$ cat src/hw/rtl/bsc_pkg.sv
// Shared constants, codes, state and command/status types for the safety checker.
package bsc_pkg;

    localparam int MAX_PROCS    = 16;
    localparam int MAX_RES      = 16;
    localparam int COUNT_BITS   = 16;
    localparam int VALUE_BITS   = 16;
    localparam int OP_BITS      = 2;
    localparam int NUM_BITS     = 5;
    localparam int CFG_IDX_BITS = 1;
    localparam int PROC_BITS    = $clog2(MAX_PROCS);
    localparam int RES_BITS     = $clog2(MAX_RES);
    // work grows by at most MAX_PROCS allocations on top of the available count
    localparam int WORK_BITS    = COUNT_BITS + PROC_BITS + 1;
    localparam int NEED_BITS    = WORK_BITS + 1;

    typedef enum logic [OP_BITS-1:0] {
        OP_WRITE_ALLOC = 2'd0,
        OP_WRITE_CLAIM = 2'd1,
        OP_WRITE_AVAIL = 2'd2,
        OP_CHECK       = 2'd3
    } t_opcode;

    typedef enum logic [CFG_IDX_BITS-1:0] {
        CFG_NUM_PROCESSES = 1'b0,
        CFG_NUM_RESOURCES = 1'b1
    } t_cfg_idx;

    typedef enum logic [1:0] {
        S_IDLE,
        S_SCAN,
        S_EMIT
    } t_state;

    typedef struct packed {
        logic in_ready;
        logic start;
        logic scan;
        logic wrap;
        logic advance;
        logic emit;
    } t_dp_cmd;

    typedef struct packed {
        logic in_valid;
        logic in_is_check;
        logic grant_now;
        logic pass_granted;
        logic last_proc;
        logic last_pass;
        logic all_now;
        logic out_free;
        logic emit_last;
    } t_dp_status;

    function automatic logic [NUM_BITS-1:0] clamp_count(
        input logic [NUM_BITS-1:0] v,
        input logic [NUM_BITS-1:0] hi
    );
        if (v == '0) begin
            return NUM_BITS'(1);
        end
        if (v > hi) begin
            return hi;
        end
        return v;
    endfunction

endpackage

$ cat src/hw/rtl/bsc_ctrl.sv
// Controller state machine: accept, scan passes, emit results.
module bsc_ctrl import bsc_pkg::*; (
    input  logic       i_clk,
    input  logic       i_rst_n,
    input  t_dp_status i_st,
    output t_dp_cmd    o_cmd
);

    t_state r_state, n_state;

    always_ff @(posedge i_clk) begin
        if (!i_rst_n) begin
            r_state <= S_IDLE;
        end else begin
            r_state <= n_state;
        end
    end

    always_comb begin
        n_state = r_state;
        o_cmd   = '0;
        unique case (r_state)
            S_IDLE: begin
                o_cmd.in_ready = 1'b1;
                if (i_st.in_valid && i_st.in_is_check) begin
                    o_cmd.start = 1'b1;
                    n_state     = S_SCAN;
                end
            end
            S_SCAN: begin
                o_cmd.scan = 1'b1;
                // stop once everyone is granted, or a pass ends empty or was the last
                if (i_st.all_now || (i_st.last_proc
                        && (!(i_st.pass_granted || i_st.grant_now) || i_st.last_pass))) begin
                    n_state = S_EMIT;
                end else if (i_st.last_proc) begin
                    o_cmd.wrap = 1'b1;
                end else begin
                    o_cmd.advance = 1'b1;
                end
            end
            S_EMIT: begin
                if (i_st.out_free) begin
                    o_cmd.emit = 1'b1;
                    if (i_st.emit_last) begin
                        n_state = S_IDLE;
                    end
                end
            end
            default: begin
                n_state = S_IDLE;
            end
        endcase
    end

endmodule

$ cat config.mk
export PLATFORM = sky130hd
export DESIGN_NAME = bsc_ctrl
export DESIGN_NICKNAME = d
export VERILOG_FILES = /design/src/hw/rtl/bsc_pkg.sv /design/src/hw/rtl/bsc_ctrl.sv
export SDC_FILE = /design/constraint.sdc
export NUM_CORES = 1
export LEC_CHECK = 0
export ABC_CLOCK_PERIOD_IN_PS = 1200
export CORE_AREA = 2 2 39 41
export CTS_CLUSTER_DIAMETER = 30
export CTS_CLUSTER_SIZE = 25
export DETAILED_ROUTE_END_ITERATION = 12
export DIE_AREA = 0 0 41 43
export DONT_BUFFER_PORTS = 1
export GPL_TIMING_DRIVEN = 0
export PLACE_DENSITY = 0.3
export SETUP_SLACK_MARGIN = 0.1
export SYNTH_ARGS = -nofsm -noshare
export SYNTH_HDL_FRONTEND = slang
export SYNTH_SLANG_ARGS = --single-unit
export TNS_END_PERCENT = 1
$ cat constraint.sdc
create_clock -name i_clk -period 1.2 [get_ports i_clk]
set_input_delay 0.06 -clock i_clk [delete_from_list [all_inputs] [get_ports i_clk]]
set_output_delay 0.06 -clock i_clk [all_outputs]
set_load 0.01 [all_outputs]
==> results.toml, run 1 <==
[outcome]
status = "finished, final reports clean"

[synthesis]
ys_warn_count = 0
netlist_instances = 20
seq_area_frac_synth_pct = 26.4
ys_types = 16
syn-num-nets = 31
ys_ff_latch = 2
synth_area_per_cell_um2 = 7.57
netlist_area_um2 = 151

[die]
ios = 17
start_util_pct = 10.9
rows = 14
die_area_mm2 = 0.00176
die_w_um = 41
core_mm2 = 0.00138
die_h_um = 43

[timing]
timing.hold.ws_ps = 33.6
hold_viol = 0
fmax_mhz = 924
period_minus_slack_ps = 1080
setup_viol = 0
finalCritPeriodShare_pct = 90.2
slew_headroom_pct = 76.1
rsz0062_at_grt = "true"
final-max-slew-violation-count = 0
skew_ps = 2.07
worst_slew_pin_slew_ps = 356
fin_ws_ps = 118
fin_setup_tns_ps = 0

[grt]
antenna_found_initial = 0
grt_use_total_pct = 5.71
gr-total-overflow = 0
grt_pass1_vias = 150
grt_pass1_wl_um = 586
grt_max_degree = 7

[hold_path]
hold_path.class = "input port to register"
hp-start = "i_st[2]"
holdPathStages = 2
min_to = "r_state[1]"

[layout]
finish.instance_area_um2 = 225
nets = 37
reg_top3 = "r_state x2"
syn_to_final_growth_pct = 48.8
fin_util_pct = 16.3
largest_reg_flops = 2
layout-drive-gt1-share_pct = 41.7
top_register = "r_state"
instances_no_fill = 40
diodes = 0

[critical_path]
worstPathRequired_ps = 1140
reg2reg_slack_ps = 210
startpoint_type = "register"
worst_setup_path_end_kind = "output pin"
arrival_ps = 1020
r2r_start = "r_state[1]"
reg2reg_depth = 3
rr_endpoint = "r_state[0]"
path_delay_family = "simple AND/OR/NAND/NOR gates"
worstSetupPathType = "register to output pin"
max_stage_delay_ps = 340
cpMaxStageDelayCell = "dfxtp_1"
critical_path_buf_inv_count = 0
critPathMaxFanout = 6
cp_cell_sequence = "nand2b_4, nor4_4"

[cts]
cts_buffers = 3
htreeDepth = 1
cts.clk_slew.worst_paths_ps = 30
post_cts.repair.setup_buffers = 0
cts_root_buf = "clkbuf_4"
cts_sinks = 2
clk_latency_ps = 220
clockBufferDepth = 2
tritoncts = "done"

[drt]
dr.pass1.iters = 1
wl_per_cell_um = 9.70
antenna_left = 0
drtIter0Drc = 0
vias = 166
viasPerCell = 4.15
drt_wl_total_um = 388
drc = 0

[placed_design]
post-place-ws_ps = 166
place_inst = 36
place.detailed.hpwl_um = 304
place_area_um2 = 171
port_buffers = 0
gp_congestion = 0.488

[power]
p_comb_share_pct = 15.6
ir_drop_v = 0.000159
pwr-share-clk_pct = 55.6
p_switching_mw = 0.0678
power.share.sequential_pct = 28.7
total_power_mw = 0.269
p_sw_share_pct = 25.2
intPower_mw = 0.201
p_leak_nw = 0.0834
power.density_mw_per_mm2 = 1190

[run]
drv_cap = 0
==> synth_stat cells <==
cell type  count  area share, %
and3b_2        1            6.6
o21bai_1       1            5.0
nand2_1        2            5.0
nor4b_1        1            5.8
a21oi_1        2            6.6
nor3_1         2            6.6
o21ai_1        1            3.3
dfxtp_1        2             26
buf_4          1            5.0
inv_2          1            2.5
inv_1          1            2.5
nor2_1         1            2.5
a31o_1         1            5.8
nand3_1        1            3.3
nand2b_4       1            9.1
nor4_1         1            4.1
==> worst reg2reg max path: stages, from the launching register on <==
cell and delay [ps]:
dfxtp_1 400, nand2b_4 200, inv_2 70, a31o_1 200
==> area by class of cell <==
type | count | area (um^2)
sequential | 2 | 41.3
inverter | 2 | 7.51
timing repair buffer | 1 | 10.0
fill | 160 | 1160
buffer | 1 | 7.51
tap | 16 | 20.0
multi-input combinational | 15 | 116
clock buffer | 3 | 22.5
==> logic make-up after synthesis <==
kind of cell	after synthesis	synth area share, %
buffers and inverters	3	9.91
AO/OA/AOI/OAI	5	20.7
flip-flops	2	26.4
AND/OR/NAND/NOR	10	43.0
==> worst max-delay path by stage <==
stage	to	slack, ps	cells after the start	start
after floorplan	o_cmd[2]	250	2	r_state[0]
after global placement	o_cmd[2]	170	2	r_state[0]
after detailed placement	o_cmd[2]	170	2	r_state[0]
after CTS	o_cmd[2]	80	2	r_state[0]
after global routing	o_cmd[2]	60	2	r_state[1]
final	o_cmd[2]	120	2	r_state[1]
==> routing by layer <==
layer  track usage (%)  share of wire [%]  vias to the layer above
met5                 0                  0                        -
met4              8.00                2.8                        0
met3              3.66                 17                        2
met2              5.31                 33                       18
met1              6.71                 46                       66
li1                  -                  -                       80
==> cells in the final DEF (no fill, tap or decap), drive strengths merged <==
cell type and n:
a21oi 2, a31o 1, and3b 1, buf 1, clkbuf 3, dfxtp 2, dlygate4sd3 1, inv 2
nand2 2, nand2b 1, nand3 1, nor2 1, nor3 2, nor4 1, nor4b 1, o21ai 1
o21bai 1
==> what timing repair did <==
item                                    CTS  global route
cloned                                    0             0
endpoints found under the hold margin     2             0
resized for setup                         3             1
hold buffers                              1             0
pin swaps                                 0             0
endpoints found under the setup margin    2             1
==> power by group through the flow <==
stage | clock network [mW] | registers [mW] | logic (mW)
finish | 0.149 | 0.0772 | 0.0420
CTS | 0.159 | 0.0766 | 0.0428
floorplan | 0 | 0.0762 | 0.0306
global route | 0.168 | 0.0781 | 0.0474
detailed placement | 0 | 0.0775 | 0.0348
global placement | 0 | 0.0770 | 0.0340
No activity file was read; power rests on OpenSTA's default activity.
==> run 2: changes to the inputs <==
--- a/config.mk
+++ b/config.mk
@@ -5,7 +5,10 @@
 export SDC_FILE = /design/constraint.sdc
 export NUM_CORES = 1
 export LEC_CHECK = 0
+export ABC_AREA = 1
 export ABC_CLOCK_PERIOD_IN_PS = 1200
+export CELL_PAD_IN_SITES_DETAIL_PLACEMENT = 0
+export CELL_PAD_IN_SITES_GLOBAL_PLACEMENT = 2
 export CORE_AREA = 2 2 39 41
 export CTS_CLUSTER_DIAMETER = 30
 export CTS_CLUSTER_SIZE = 25
@@ -13,7 +16,7 @@
 export DIE_AREA = 0 0 41 43
 export DONT_BUFFER_PORTS = 1
 export GPL_TIMING_DRIVEN = 0
-export PLACE_DENSITY = 0.3
+export PLACE_DENSITY = 0.43
 export SETUP_SLACK_MARGIN = 0.1
 export SYNTH_ARGS = -nofsm -noshare
 export SYNTH_HDL_FRONTEND = slang
==> results.toml, run 2 <==
[die]
die_h_um = 43
die_w_um = 41
ios = 17
rows = 14
core_mm2 = 0.00138
die_area_mm2 = 0.00176
start_util_pct = 12.7

[timing]
period_minus_slack_ps = 1050
worst_slew_pin_slew_ps = 411
timing.hold.ws_ps = 39.6
rsz0062_at_grt = "true"
fmax_mhz = 953
finalCritPeriodShare_pct = 87.5
fin_ws_ps = 150
final-max-slew-violation-count = 0
slew_headroom_pct = 72.6
fin_setup_tns_ps = 0
setup_viol = 0
skew_ps = 5.05
hold_viol = 0

[drt]
drt_wl_total_um = 421
vias = 175
wl_per_cell_um = 8.59
drtIter0Drc = 2
antenna_left = 0
drc = 0
viasPerCell = 3.57
dr.pass1.iters = 4

[hold_path]
min_to = "r_state[0]"
holdPathStages = 2
hp-start = "i_st[8]"
hold_path.class = "input port to register"

[synthesis]
ys_ff_latch = 2
seq_area_frac_synth_pct = 22.7
synth_edf_count = 0
ys.flop_type = "dfxtp_1"
synth_area_leader_cell = "dfxtp_1"
yosys-top-cells-area = "dfxtp_1 23%, inv_1 13%, nand2_1 13%, nand2_2 11%, nor2_2 7.1%"
netlist_instances = 29
yosys-top-cells-count = "6 x inv_1, 6 x nand2_1, 3 x nand2_2, 3 x nor2_1"
netlist_area_um2 = 176
syn-num-nets = 40
ys_types = 13
synthArstFlopShare_pct = 0
synth_area_per_cell_um2 = 6.08
ys_warn_count = 0
yosys.area.top_type_share_pct = 22.7

[power]
p_switching_mw = 0.0797
power.density_mw_per_mm2 = 1220
p_sw_share_pct = 27.6
p_comb_share_pct = 22.7
ir_drop_v = 0.000291
p_leak_nw = 0.118
pwr-share-clk_pct = 50.3
power.share.sequential_pct = 27.0
intPower_mw = 0.210

[critical_path]
reg2reg_depth = 6
cp_cell_sequence = "inv_2, nand2_2, nor2_2, nand2_2, nor2_4"
startpoint_type = "register"
worst_setup_path_end_kind = "output pin"
critPathMaxFanout = 4
arrival_ps = 990
cp_common_cell = "nand2_2"
path_delay_family = "simple AND/OR/NAND/NOR gates"
rr_endpoint = "r_state[1]"
worstPathRequired_ps = 1140
cpMaxStageDelayCell = "dfxtp_1"
worstSetupPathType = "register to output pin"
max_stage_delay_ps = 310
reg2reg_slack_ps = 330
critical_path_buf_inv_count = 1
r2r_start = "r_state[1]"

[placed_design]
place_area_um2 = 196
port_buffers = 0
place.detailed.hpwl_um = 353
gp_congestion = 0.685
post-place-ws_ps = 257

[cts]
cts_root_buf = "clkbuf_4"
clockBufferDepth = 2
cts.clk_slew.worst_paths_ps = 30
post_cts.repair.setup_buffers = 0
htreeDepth = 1
cts_sinks = 2
tritoncts = "done"
cts_buffers = 3
clk_latency_ps = 220

[layout]
reg_top3 = "r_state x2"
finish.instance_area_um2 = 238
syn_to_final_growth_pct = 34.8
top_register = "r_state"
diodes = 0
largest_reg_flops = 2
final_common_cell = "nand2_1"
final_cell_mix = "6 x nand2_1, 5 x inv_1, 3 x nand2_2, 3 x clkbuf_4"
nets = 46
fin_util_pct = 17.2
layout-drive-gt1-share_pct = 42.4

[grt]
grt_pass1_vias = 167
grt_pass1_wl_um = 614
antenna_found_initial = 0
grt_max_degree = 5
grt_use_total_pct = 6.30
gr-total-overflow = 0

[outcome]
status = "finished, final reports clean"

[run]
drv_cap = 0
-- run 2: repair_timing --
item,in CTS,in global routing
pin swaps,0,1
cloned,0,0
endpoints found under the hold margin,2,0
hold buffers,1,0
resized for setup,4,0
setup endpoints to repair,2,4
-- run 2: through the flow --
| stage | instances | power, mW |
|---|---|---|
| 5_1_grt | 49 | 0.319 |
| 2_1_floorplan | 29 | 0.132 |
| 4_1_cts | 49 | 0.300 |
| 3_3_place_gp | 45 | 0.140 |
| 3_5_place_dp | 45 | 0.140 |
| 6_report | 49 | 0.289 |
-- run 2: cell families (layout without fill, tap and decap cells) --
logic type,after synthesis,after routing,share of synthesized area (%)
compound gates,2,2,7.80
buf+inv,7,11,17.0
flops,2,2,22.7
simple gates,18,18,52.5
-- run 2: how the worst max path moves through the flow --
stage	from	to	slack, ps	cells after the start
3_3_place_gp	r_state[0]	o_cmd[2]	260	4
3_5_place_dp	r_state[0]	o_cmd[2]	260	4
4_1_cts	r_state[1]	o_cmd[2]	120	5
6_report	r_state[1]	o_cmd[2]	150	5
5_1_grt	r_state[1]	o_cmd[0]	50	2
2_1_floorplan	r_state[0]	o_cmd[2]	350	4
-- run 2: metal layers --
layer / wire length (um) / global-route usage (%) / vias to the layer above / share of wire (%)
li1: - / - / 94 / -
met1: 154 / 6.03 / 67 / 37
met2: 191 / 6.25 / 12 / 45
met3: 62 / 4.71 / 2 / 15
met4: 13 / 10.0 / 0 / 3.1
met5: 0 / 0 / - / 0
-- run 2: power by group through the flow --
stage	combinational, mW	sequential [mW]	clock (mW)
2_1_floorplan	0.0547	0.0772	0
3_5_place_dp	0.0622	0.0779	0
6_report	0.0658	0.0780	0.146
5_1_grt	0.0749	0.0789	0.166
3_3_place_gp	0.0620	0.0780	0
4_1_cts	0.0674	0.0781	0.155
-- run 2: area by class of cell --
type / count / area, um^2
Tap cell: 16 / 20.0
Timing Repair Buffer: 1 / 10.0
Clock buffer: 3 / 22.5
Buffer: 1 / 7.51
Sequential cell: 2 / 41.3
Fill cell: 162 / 1150
Inverter: 6 / 22.5
Multi-Input combinational cell: 20 / 114
